--- config.mk ---
export PLATFORM = sky130hd
export DESIGN_NAME = captive_dns_responder
export DESIGN_NICKNAME = d
export VERILOG_FILES = /design/src/rtl/cdr_pkg.sv /design/src/rtl/cdr_front.sv /design/src/rtl/cdr_fifo.sv /design/src/rtl/cdr_back.sv /design/src/rtl/captive_dns_responder.sv
export SDC_FILE = /design/constraint.sdc
export NUM_CORES = 1
export LEC_CHECK = 0
export ABC_AREA = 1
export BUFFER_PORTS_ARGS = -buffer_cell sky130_fd_sc_hd__buf_2
export CAP_MARGIN = 15
export CORE_ASPECT_RATIO = 0.9
export CORE_MARGIN = 2
export CORE_UTILIZATION = 61
export DETAILED_ROUTE_END_ITERATION = 10
export PLACE_DENSITY = 0.79
export SLEW_MARGIN = 20
export SYNTH_ARGS = -nofsm -noshare
export SYNTH_HDL_FRONTEND = slang
export SYNTH_SLANG_ARGS = --single-unit
--- constraint.sdc ---
create_clock -name clock -period 20.7 [get_ports clock]
set_input_delay 3.105 -clock clock [delete_from_list [all_inputs] [get_ports clock]]
set_output_delay 3.105 -clock clock [all_outputs]
set_load 0.05 [all_outputs]
--- src/rtl/cdr_pkg.sv ---
package cdr_pkg;

   localparam int HDR_LEN    = 12;
   localparam int FIFO_DEPTH = 4;
   localparam int FIFO_AW    = $clog2(FIFO_DEPTH);

   // Configuration register indexes.
   localparam logic [1:0] CSR_RESOLVED_IP = 2'd0;
   localparam logic [1:0] CSR_ANSWER_TTL  = 2'd1;
   localparam logic [1:0] CSR_ERROR_RCODE = 2'd2;

   localparam logic [31:0] RESOLVED_IP_RESET = 32'd0;
   localparam logic [31:0] ANSWER_TTL_RESET  = 32'd60;
   localparam logic [3:0]  ERROR_RCODE_RESET = 4'd3;

   typedef logic [HDR_LEN-1:0][7:0] hdr_type;

   typedef enum logic [1:0] {
      CMD_BYTE,
      CMD_HDR_ANS,
      CMD_HDR_ERR
   } cmd_kind_type;

   // One request for the back end: a passed byte or a header reply, and
   // whether the answer record follows it.
   typedef struct packed {
      cmd_kind_type kind;
      logic         with_record;
      logic [7:0]   data;
   } q_entry_type;

endpackage

--- src/rtl/cdr_front.sv ---
module cdr_front (
   input  logic                clock,
   input  logic                reset,
   input  logic                req_tvalid,
   output logic                req_tready,
   input  logic [7:0]          req_tdata,
   input  logic                req_tlast,
   output logic                push_valid,
   output cdr_pkg::q_entry_type push_entry,
   input  logic                fifo_full,
   input  logic                hdr_taken,
   output cdr_pkg::hdr_type    header
);
   import cdr_pkg::*;

   typedef enum logic [1:0] {
      MODE_COLLECT,
      MODE_PASS,
      MODE_DISCARD
   } mode_type;

   localparam logic [3:0] LAST_HDR_IDX = 4'(HDR_LEN - 1);

   mode_type    mode_ff, mode_in;
   logic [3:0]  cnt_ff, cnt_in;
   logic        pending_ff, pending_in;
   hdr_type     store_ff, store_in;
   logic        accept;
   logic        is_query, op_zero, one_q;

   // The header store must not be overwritten while the back end has yet
   // to copy out a queued header reply.
   assign req_tready = !fifo_full && !(mode_ff == MODE_COLLECT && pending_ff);
   assign accept     = req_tvalid && req_tready;
   assign header     = store_ff;

   assign is_query = !store_ff[2][7];
   assign op_zero  = store_ff[2][6:3] == 4'd0;
   assign one_q    = store_ff[4] == 8'd0 && store_ff[5] == 8'd1 &&
                     store_ff[6] == 8'd0 && store_ff[7] == 8'd0 &&
                     store_ff[8] == 8'd0 && store_ff[9] == 8'd0;

   always_comb begin
      mode_in    = mode_ff;
      cnt_in     = cnt_ff;
      pending_in = pending_ff && !hdr_taken;
      store_in   = store_ff;
      push_valid = 1'b0;
      push_entry = '{kind: CMD_BYTE, with_record: req_tlast, data: req_tdata};
      if (accept) begin
         unique case (mode_ff)
            MODE_COLLECT: begin
               store_in[cnt_ff] = req_tdata;
               if (cnt_ff != LAST_HDR_IDX) begin
                  cnt_in = req_tlast ? 4'd0 : cnt_ff + 4'd1;
               end else begin
                  cnt_in = 4'd0;
                  if (!is_query) begin
                     mode_in = req_tlast ? MODE_COLLECT : MODE_DISCARD;
                  end else if (op_zero && one_q) begin
                     push_valid      = 1'b1;
                     push_entry.kind = CMD_HDR_ANS;
                     pending_in      = 1'b1;
                     mode_in         = req_tlast ? MODE_COLLECT : MODE_PASS;
                  end else begin
                     push_valid      = 1'b1;
                     push_entry.kind = CMD_HDR_ERR;
                     pending_in      = 1'b1;
                     mode_in         = req_tlast ? MODE_COLLECT : MODE_DISCARD;
                  end
               end
            end
            MODE_PASS: begin
               push_valid = 1'b1;
               if (req_tlast) begin
                  mode_in = MODE_COLLECT;
               end
            end
            default: begin
               if (req_tlast) begin
                  mode_in = MODE_COLLECT;
               end
            end
         endcase
      end
   end

   always_ff @(posedge clock) begin
      if (reset) begin
         mode_ff    <= MODE_COLLECT;
         cnt_ff     <= 4'd0;
         pending_ff <= 1'b0;
      end else begin
         mode_ff    <= mode_in;
         cnt_ff     <= cnt_in;
         pending_ff <= pending_in;
      end
      store_ff <= store_in;
   end

endmodule

--- src/rtl/cdr_fifo.sv ---
module cdr_fifo (
   input  logic                 clock,
   input  logic                 reset,
   input  logic                 push,
   input  cdr_pkg::q_entry_type push_entry,
   output logic                 full,
   input  logic                 pop,
   output cdr_pkg::q_entry_type pop_entry,
   output logic                 empty
);
   import cdr_pkg::*;

   q_entry_type              slot_ff [FIFO_DEPTH];
   logic [FIFO_AW-1:0]       wr_ff, wr_in, rd_ff, rd_in;
   logic [FIFO_AW:0]         count_ff, count_in;

   assign full      = count_ff == (FIFO_AW + 1)'(FIFO_DEPTH);
   assign empty     = count_ff == '0;
   assign pop_entry = slot_ff[rd_ff];

   always_comb begin
      wr_in    = push ? wr_ff + FIFO_AW'(1) : wr_ff;
      rd_in    = pop ? rd_ff + FIFO_AW'(1) : rd_ff;
      count_in = count_ff;
      if (push && !pop) begin
         count_in = count_ff + (FIFO_AW + 1)'(1);
      end else if (pop && !push) begin
         count_in = count_ff - (FIFO_AW + 1)'(1);
      end
   end

   always_ff @(posedge clock) begin
      if (reset) begin
         wr_ff    <= '0;
         rd_ff    <= '0;
         count_ff <= '0;
      end else begin
         wr_ff    <= wr_in;
         rd_ff    <= rd_in;
         count_ff <= count_in;
      end
      if (push) begin
         slot_ff[wr_ff] <= push_entry;
      end
   end

endmodule

--- src/rtl/cdr_back.sv ---
module cdr_back (
   input  logic                 clock,
   input  logic                 reset,
   input  logic                 fifo_empty,
   input  cdr_pkg::q_entry_type fifo_entry,
   output logic                 fifo_pop,
   input  cdr_pkg::hdr_type     header,
   output logic                 hdr_taken,
   input  logic [31:0]          resolved_ip,
   input  logic [31:0]          answer_ttl,
   input  logic [3:0]           error_rcode,
   output logic                 rsp_tvalid,
   input  logic                 rsp_tready,
   output logic [7:0]           rsp_tdata,
   output logic                 rsp_tlast,
   output logic [0:0]           rsp_tuser
);
   import cdr_pkg::*;

   typedef enum logic [1:0] {
      ST_IDLE,
      ST_HDR,
      ST_REC
   } state_type;

   localparam logic [3:0] LAST_HDR_IDX = 4'(HDR_LEN - 1);

   state_type   state_ff, state_in;
   logic [3:0]  cnt_ff, cnt_in;
   logic        rec_ff, rec_in;
   logic        err_ff, err_in;
   hdr_type     hdr_ff, hdr_in;
   logic        valid_ff, valid_in;
   logic [7:0]  data_ff, data_in;
   logic        last_ff, last_in;
   logic        kind_ff, kind_in;
   logic        load_ok;

   // Fixed part of the answer record: name pointer, type A, class IN,
   // then the TTL, the data length and the address.
   function automatic logic [7:0] rec_byte(input logic [3:0] idx,
                                           input logic [31:0] ttl,
                                           input logic [31:0] ip);
      logic [7:0] b;
      unique case (idx)
         4'd0:    b = 8'hC0;
         4'd1:    b = 8'h0C;
         4'd2:    b = 8'h00;
         4'd3:    b = 8'h01;
         4'd4:    b = 8'h00;
         4'd5:    b = 8'h01;
         4'd6:    b = ttl[31:24];
         4'd7:    b = ttl[23:16];
         4'd8:    b = ttl[15:8];
         4'd9:    b = ttl[7:0];
         4'd10:   b = 8'h00;
         4'd11:   b = 8'h04;
         4'd12:   b = ip[31:24];
         4'd13:   b = ip[23:16];
         4'd14:   b = ip[15:8];
         default: b = ip[7:0];
      endcase
      return b;
   endfunction

   assign load_ok    = !valid_ff || rsp_tready;
   assign rsp_tvalid = valid_ff;
   assign rsp_tdata  = data_ff;
   assign rsp_tlast  = last_ff;
   assign rsp_tuser  = kind_ff;

   always_comb begin
      state_in  = state_ff;
      cnt_in    = cnt_ff;
      rec_in    = rec_ff;
      err_in    = err_ff;
      hdr_in    = hdr_ff;
      valid_in  = valid_ff && !rsp_tready;
      data_in   = data_ff;
      last_in   = last_ff;
      kind_in   = kind_ff;
      fifo_pop  = 1'b0;
      hdr_taken = 1'b0;
      unique case (state_ff)
         ST_IDLE: begin
            if (load_ok && !fifo_empty) begin
               fifo_pop = 1'b1;
               rec_in   = fifo_entry.with_record;
               cnt_in   = 4'd0;
               unique case (fifo_entry.kind)
                  CMD_HDR_ANS: begin
                     hdr_taken   = 1'b1;
                     hdr_in      = header;
                     hdr_in[2]   = header[2] | 8'h80;
                     hdr_in[6]   = header[4];
                     hdr_in[7]   = header[5];
                     err_in      = 1'b0;
                     state_in    = ST_HDR;
                  end
                  CMD_HDR_ERR: begin
                     hdr_taken   = 1'b1;
                     hdr_in      = header;
                     hdr_in[2]   = header[2] | 8'h80;
                     hdr_in[3]   = {header[3][7:4], error_rcode};
                     hdr_in[4]   = 8'h00;
                     hdr_in[5]   = 8'h00;
                     err_in      = 1'b1;
                     state_in    = ST_HDR;
                  end
                  default: begin
                     valid_in = 1'b1;
                     data_in  = fifo_entry.data;
                     last_in  = 1'b0;
                     kind_in  = 1'b0;
                     if (fifo_entry.with_record) begin
                        state_in = ST_REC;
                     end
                  end
               endcase
            end
         end
         ST_HDR: begin
            if (load_ok) begin
               valid_in = 1'b1;
               data_in  = hdr_ff[0];
               kind_in  = err_ff;
               last_in  = err_ff && cnt_ff == LAST_HDR_IDX;
               hdr_in   = hdr_ff >> 8;
               if (cnt_ff == LAST_HDR_IDX) begin
                  cnt_in = 4'd0;
                  state_in = (!err_ff && rec_ff) ? ST_REC : ST_IDLE;
               end else begin
                  cnt_in = cnt_ff + 4'd1;
               end
            end
         end
         default: begin
            if (load_ok) begin
               valid_in = 1'b1;
               data_in  = rec_byte(cnt_ff, answer_ttl, resolved_ip);
               kind_in  = 1'b0;
               last_in  = cnt_ff == 4'd15;
               cnt_in   = cnt_ff + 4'd1;
               if (cnt_ff == 4'd15) begin
                  state_in = ST_IDLE;
               end
            end
         end
      endcase
   end

   always_ff @(posedge clock) begin
      if (reset) begin
         state_ff <= ST_IDLE;
         cnt_ff   <= 4'd0;
         valid_ff <= 1'b0;
      end else begin
         state_ff <= state_in;
         cnt_ff   <= cnt_in;
         valid_ff <= valid_in;
      end
      rec_ff  <= rec_in;
      err_ff  <= err_in;
      hdr_ff  <= hdr_in;
      data_ff <= data_in;
      last_ff <= last_in;
      kind_ff <= kind_in;
   end

endmodule

--- src/rtl/captive_dns_responder.sv ---
// Channel   Direction  Ports                          Contents
// request   in         req_tvalid/tready/tdata/tlast  datagram byte, final-byte mark
// response  out        rsp_tvalid/tready/tdata/tlast  reply byte, final-byte mark,
//                      rsp_tuser                      reply kind (1 = error reply)
// csr       in         csr_we/csr_index/csr_wdata     address, TTL, error RCODE
//
// A passed-through answer byte passes the request queue and the output register
// on its way out, and one byte a cycle flows when the response side keeps up.
// A header reply is copied from the stored header, then sent as 12 bytes;
// the answer record adds 16 bytes after the final byte.
// While a header reply waits in the request queue, bytes of the next datagram
// are held off, since they would overwrite the stored header.
// Reset is synchronous; it empties the queue and restores the register defaults.
module captive_dns_responder (
   input  logic        clock,
   input  logic        reset,
   input  logic        req_tvalid,
   output logic        req_tready,
   input  logic [7:0]  req_tdata,   // [7:0] in_byte
   input  logic        req_tlast,
   output logic        rsp_tvalid,
   input  logic        rsp_tready,
   output logic [7:0]  rsp_tdata,   // [7:0] out_byte
   output logic        rsp_tlast,
   output logic [0:0]  rsp_tuser,   // [0] reply_kind
   input  logic        csr_we,
   input  logic [1:0]  csr_index,
   input  logic [31:0] csr_wdata
);
   import cdr_pkg::*;

   logic [31:0] ip_ff, ip_in;
   logic [31:0] ttl_ff, ttl_in;
   logic [3:0]  rcode_ff, rcode_in;

   logic        push_valid, fifo_full, fifo_empty, fifo_pop, hdr_taken;
   q_entry_type push_entry, pop_entry;
   hdr_type     header;

   always_comb begin
      ip_in    = ip_ff;
      ttl_in   = ttl_ff;
      rcode_in = rcode_ff;
      if (csr_we) begin
         unique case (csr_index)
            CSR_RESOLVED_IP: ip_in    = csr_wdata;
            CSR_ANSWER_TTL:  ttl_in   = csr_wdata;
            CSR_ERROR_RCODE: rcode_in = csr_wdata[3:0];
            default: ;
         endcase
      end
   end

   always_ff @(posedge clock) begin
      if (reset) begin
         ip_ff    <= RESOLVED_IP_RESET;
         ttl_ff   <= ANSWER_TTL_RESET;
         rcode_ff <= ERROR_RCODE_RESET;
      end else begin
         ip_ff    <= ip_in;
         ttl_ff   <= ttl_in;
         rcode_ff <= rcode_in;
      end
   end

   cdr_front u_front (
      .clock      (clock),
      .reset      (reset),
      .req_tvalid (req_tvalid),
      .req_tready (req_tready),
      .req_tdata  (req_tdata),
      .req_tlast  (req_tlast),
      .push_valid (push_valid),
      .push_entry (push_entry),
      .fifo_full  (fifo_full),
      .hdr_taken  (hdr_taken),
      .header     (header)
   );

   cdr_fifo u_fifo (
      .clock      (clock),
      .reset      (reset),
      .push       (push_valid),
      .push_entry (push_entry),
      .full       (fifo_full),
      .pop        (fifo_pop),
      .pop_entry  (pop_entry),
      .empty      (fifo_empty)
   );

   cdr_back u_back (
      .clock       (clock),
      .reset       (reset),
      .fifo_empty  (fifo_empty),
      .fifo_entry  (pop_entry),
      .fifo_pop    (fifo_pop),
      .header      (header),
      .hdr_taken   (hdr_taken),
      .resolved_ip (ip_ff),
      .answer_ttl  (ttl_ff),
      .error_rcode (rcode_ff),
      .rsp_tvalid  (rsp_tvalid),
      .rsp_tready  (rsp_tready),
      .rsp_tdata   (rsp_tdata),
      .rsp_tlast   (rsp_tlast),
      .rsp_tuser   (rsp_tuser)
   );

endmodule

-- Yosys cells after proc, flatten, opt, wreduce, memory -nomap -nowiden
Memory sizes are Yosys's and may differ from the RTL's. A register that Yosys moved wholly into a read port is not among the register bits.
Index checks and enable logic that the tools add are counted.
- add/subtract/negate cells: 6
- muxes and demuxes: 73
- reduce and logical (&&, ||, !) cells: 58
- equal/unequal tests: 31
- magnitude comparators: 2
- operator list (kind ; count):
    $pmux 96 s2 ; 2
    $mux 96 ; 2
    $bwmux 96 ; 1
    $pmux 8 s12 ; 1
    $mux 2 ; 21
    $logic_not 8->1 ; 5
    $mux 8 ; 5
    $demux 8 s4 ; 1
    $eq 4x4->1 const B ; 8
    $mux 1 ; 25
    $mux 4 ; 6
    $logic_and 1x1->1 ; 17
    $eq 4x3->1 const B ; 4
    $pmux 8 s2 ; 1
    $reduce_and 2->1 ; 5
    $reduce_bool 2->1 ; 5
    $logic_not 1->1 ; 9
    $reduce_and 3->1 ; 3
    $add 4x1->4 const B ; 2
    $eq 2x1->1 const B ; 4
    $eq 4x2->1 const B ; 2
    $eq 8x1->1 const B ; 1
    $logic_not 4->1 ; 2
    $pmux 1 s2 ; 4
    other kinds (24) ; 34
- memories kept: 1
- output and inout bits: 12
- input bits: 48
- flip-flop bits (word level): 293
- RAM bits: 44
- word-level logic and storage cells: 212
- memory list (memory ; depth ; bits a word ; rd ports ; clocked after Yosys merged registers in ; wr ports ; RTL line ; RTL):
    u_fifo.slot_ff ; 4 ; 11 ; 1 ; 1 ; 1 ; cdr_fifo.sv:13 ; q_entry_type slot_ff [FIFO_DEPTH];

-- Depth between registers and ports, before layout
- depth in word-level cells: 12
- depth in mapped cells: 15
- depth with buffers taken out: 15

-- Hierarchy
Synthesis repeated with hierarchy kept, for this count alone.
- cells, all modules: 1597
- area total of the unflattened synthesis: 15038.2 sq um
- by module, submodules not included (module ; seq. area each (sq um) ; instances ; cells an instance ; area an instance (sq um)):
    cdr_back ; 3383.2 ; 1 ; 724 ; 6170.9
    cdr_front ; 3022.9 ; 1 ; 277 ; 3885.0
    captive_dns_responder ; 1361.3 ; 1 ; 431 ; 2895.3
    cdr_fifo ; 1501.4 ; 1 ; 165 ; 2087.0

-- Worst setup path after synthesis
Ideal clock, no wire load.
- path type: input to register
- start point: input rsp_tready
- end point: register u_back.hdr_ff[0] (netlist name), enable pin
- arrival time: 18.019 ns
- path buffers: 0
- setup time: 1.059 ns
- stages on the path: 2
- data required time: 19.641 ns
- setup slack: 1.622 ns
- cells stage by stage: nor2_1 -> a2111oi_0
- cells in the longest elaborated chain, start to end: 4
- elaborated cells on any way between the ends: 5
- classes of those cells: 2 x eq/ne; 3 x reduce/logical
- ends and longest elaborated chain (element ; RTL line ; RTL):
    start, declared ; captive_dns_responder.sv:22 ; input logic rsp_tready,
    $logic_or 1x1->1 * ; cdr_back.sv:66 ; assign load_ok = !valid_ff || rsp_tready;
    $logic_and 1x1->1 ; cdr_back.sv:86 ; if (load_ok && !fifo_empty) begin
    $ne 2x1->1 (no line) ; n/a ;
    $reduce_and 4->1 (no line) * ; n/a ;
    end signal, assigned ; cdr_back.sv:164 ; hdr_ff <= hdr_in;
    end, declared ; cdr_back.sv:32 ; hdr_type hdr_ff, hdr_in;
Mark *: on every way between the ends. The rest lies on a longest branch, timed or not.
A chain may end at the register's enable or synchronous reset.

-- Worst setup path in the final report
- start point: input req_tvalid
- end point: register u_front.store_ff (netlist bit u_front.header[1]), enable pin
- cells in the longest elaborated chain, start to end: 2
- ends and longest elaborated chain (element ; RTL line ; RTL):
    start, declared ; captive_dns_responder.sv:17 ; input logic req_tvalid,
    $logic_and 1x1->1 ; cdr_front.sv:34 ; assign accept = req_tvalid && req_tready;
    $reduce_and 2->1 (no line) ; n/a ;
    end signal, assigned ; cdr_front.sv:98 ; store_ff <= store_in;
    end, declared ; cdr_front.sv:27 ; hdr_type store_ff, store_in;
No other way between the ends.

==> flow_summary.ini <==
[run_status]
outcome = finished, final reports clean

[synth]
yosysWarnings = 0
syn-cell-area_sq_um = 13720
avgSynthCellArea_sq_um = 10.35
syn_nets = 1390
synth_compound_area_frac = 0.07140
synthMuxAreaShare = 0
synth_top_family_by_area = simple AND/OR/NAND/NOR gates
synth_cell_type_count = 36
syn_inst = 1326
synthAdderAreaFrac = 0.01514
synth-simple-area-share = 0.1926
synth_sequential_area_ratio = 0.6755
synth_xor_xnor_area_share = 0.001277
synth_seq_cells = 339

[floorplanning]
die_h_um = 146.3
die_w_um = 162.1
start_util = 0.6148
die-area_sq_um = 23710
coreArea_sq_um = 22320
rows = 52
num_io_pins = 60

[pwr]
leakagePower_uw = 0.005993
ir_drop_uv = 73.40
powerDensity_nw_per_um2 = 135.9

[detailed_routing]
drc = 0
ant_nets = 0
wire_per_inst_um = 18.06
drt-pass1-iter-count = 5
via_per_inst = 5.636
routed_wl_um = 30650
first_iter_violations = 1338
vias = 9564

[critical_path]
crit_path_cell_trace = buf_2, nand4_2, nor3_1
slowest_delay_ns = 1.08
required_ns = 20.83
critPathKind = input port to flip-flop
cp-end-kind = flip-flop
path_buf_inv = 1
cp_top_family = simple AND/OR/NAND/NOR gates
start_kind = input port
critPathSlowestCell = nor3_1
cp.arrival_ns = 4.86
crit_fanout = 19
reg2reg_slack_ns = 16.53

[grt]
grt_pass1_vias = 8964
grt_remaining_overflow = 0
grt_first_pass_wirelength_um = 47310
antenna_found_initial = 0
track_usage = 0.2569
grt_max_degree = 79

[final_layout]
nets = 1441
area_delta_synth_final_pct = 12.09
diodes = 0
drive_gt1_frac = 0.1064
final_area_sq_um = 15380

[timing]
fin_crit_sh = 0.2285
rsz0062_at_grt = no
relSlewSlack = 0.2353
clock_skew_ns = 0.01388
hold_viol_final = 0
holdWs_ns = 0.4579
max_freq_mhz = 211.5
fin_tns_setup_ns = 0
period_needed_ns = 4.729
slew_violations = 0
tightest_slew_ns = 1.146
finalSetupViolCount = 0

[clock_network]
cts-buffers-inserted = 34
cts_tree = yes
cts_sinks = 339
clk_latency_ns = 0.51
post_cts_resized = 0
post_cts_buffers = 0
htree_levels = 2
cts-root-buf = clkbuf_16
clk_pin_slew_worst_paths_ns = 0.06
hold_buffers = 0
cts_max_path_buffers = 3

[place]
port_buffers = 59
dpl_cell_area_sq_um = 14220
routabilityCongestion = 0.8121
place_hpwl_um = 19040

[flow_run]
drv_cap = 0

[worst_hold_path]
hold_path.class = flip-flop to flip-flop
==> cell type report <==
type	instances	area, sq um
Clock buffer	42	912.1
Inverter	104	390.4
Clock inverter	17	222.7
Multi-Input combinational cell	833	3874
Tap cell	297	371.6
Fill cell	1612	6937
Timing Repair Buffer	65	340.3
Sequential cell	339	9269
==> worst reg2reg max path, delay by kind of cell, from the launching register on <==
family          cells  cell delay, ns
buf+inv             4            1.89
flops               1            0.85
compound gates      2            0.35
fa+ha+maj           1            0.33
simple gates        2            0.29
==> placed cells by master, fill, tap and decap left out, types with 3 or more instances in the layout <==
master / n
a21oi_1: 30
a22o_1: 7
a22oi_1: 7
a32o_1: 9
buf_2: 59
buf_4: 6
bufinv_16: 5
clkbuf_1: 6
clkbuf_16: 35
clkinv_2: 4
clkinvlp_4: 4
dfxtp_1: 91
edfxtp_1: 248
ha_1: 15
inv_1: 97
inv_2: 7
nand2_1: 359
nand2_2: 4
nand3_1: 44
nand4_1: 14
nor2_1: 193
nor2_2: 7
nor2_4: 3
nor3_1: 10
nor3_2: 7
o211ai_1: 8
o21ai_0: 83
o21ai_1: 12
o22ai_1: 5
==> cell families after synthesis <==
group | Yosys count
AND/OR/NAND/NOR | 647
flip-flops | 339
AO/OA/AOI/OAI | 168
buffers and inverters | 154
adder cells (fa/ha/maj) | 16
XOR/XNOR | 2
==> cell usage after synthesis, drive strengths merged <==
| cell type | count | area, sq um |
|---|---|---|
| o22ai | 5 | 31.28 |
| a2111oi | 1 | 8.760 |
| nand3 | 45 | 230.2 |
| a32oi | 2 | 17.52 |
| a22oi | 7 | 52.55 |
| a21oi | 30 | 150.1 |
| a211oi | 2 | 15.01 |
| ha | 15 | 187.7 |
| nand4 | 15 | 100.1 |
| nor3 | 18 | 116.4 |
| nand2 | 363 | 1373 |
| dfxtp | 91 | 1822 |
| nor2 | 203 | 802.0 |
| inv | 104 | 390.4 |
| o21ai | 95 | 475.5 |
| o211ai | 8 | 60.06 |
| o221ai | 2 | 17.52 |
| nor3b | 2 | 15.01 |
| a22o | 7 | 61.31 |
| buf | 22 | 108.9 |
| fa | 1 | 20.02 |
| xor2 | 2 | 17.52 |
| or2 | 1 | 6.260 |
| clkbuf | 28 | 105.1 |
| a32o | 9 | 90.09 |
| edfxtp | 248 | 7447 |
==> where the power goes <==
part | switching [uW] | internal [uW]
Sequential | 53.1 | 918
Combinational | 369 | 120
Clock | 253 | 377
Total | 675 | 1420
==> sequential cells by signal (all words and copies together) (netlist names), 2 cells and up, named ones only <==
name and cells:
u_fifo.wr_ff 2, u_front.mode_ff 2, u_back.state_ff 2, u_front.cnt_ff 4
u_fifo.slot_ff 44, u_fifo.count_ff 3, u_back.cnt_ff 4, rcode_ff 4
u_back.rsp_tdata 8, ip_ff 32, u_front.header 96, u_fifo.rd_ff 2
ttl_ff 32, u_back.hdr_ff 96
==> metrics by stage <==
step / instances / worst slack (ns) / util / total power (uW)
detailed placement: 1638 / 15.50 / 0.6374 / 1465
CTS: 1697 / 15.96 / 0.6883 / 2090
global route: 1697 / 15.87 / 0.6892 / 2178
floorplan: 1326 / 1.622 / - / 1393
global placement: 1638 / 15.54 / 0.6374 / 1450
finish: 1697 / 15.97 / 0.6892 / 2091
==> metal layers <==
metal  vias up  wire, um  track usage
met3        62      2565      0.04403
met5         -         0            0
met2       435     14440       0.4017
li1       4547         -            -
met4         0       708      0.08319
met1      4520     12940       0.3719
==> path summary, 6_finish.rpt <==
check	start	endpoint	depth (start not counted)
worst max-delay path	req_tvalid	u_front.header[1]	3
worst min-delay path	ip_ff[6]	ip_ff[6]	2
worst max register to register	flip-flop	u_back.hdr_ff[94]	9
worst min register to register	ip_ff[6]	ip_ff[6]	2
Power figures use the tool's default switching activity.
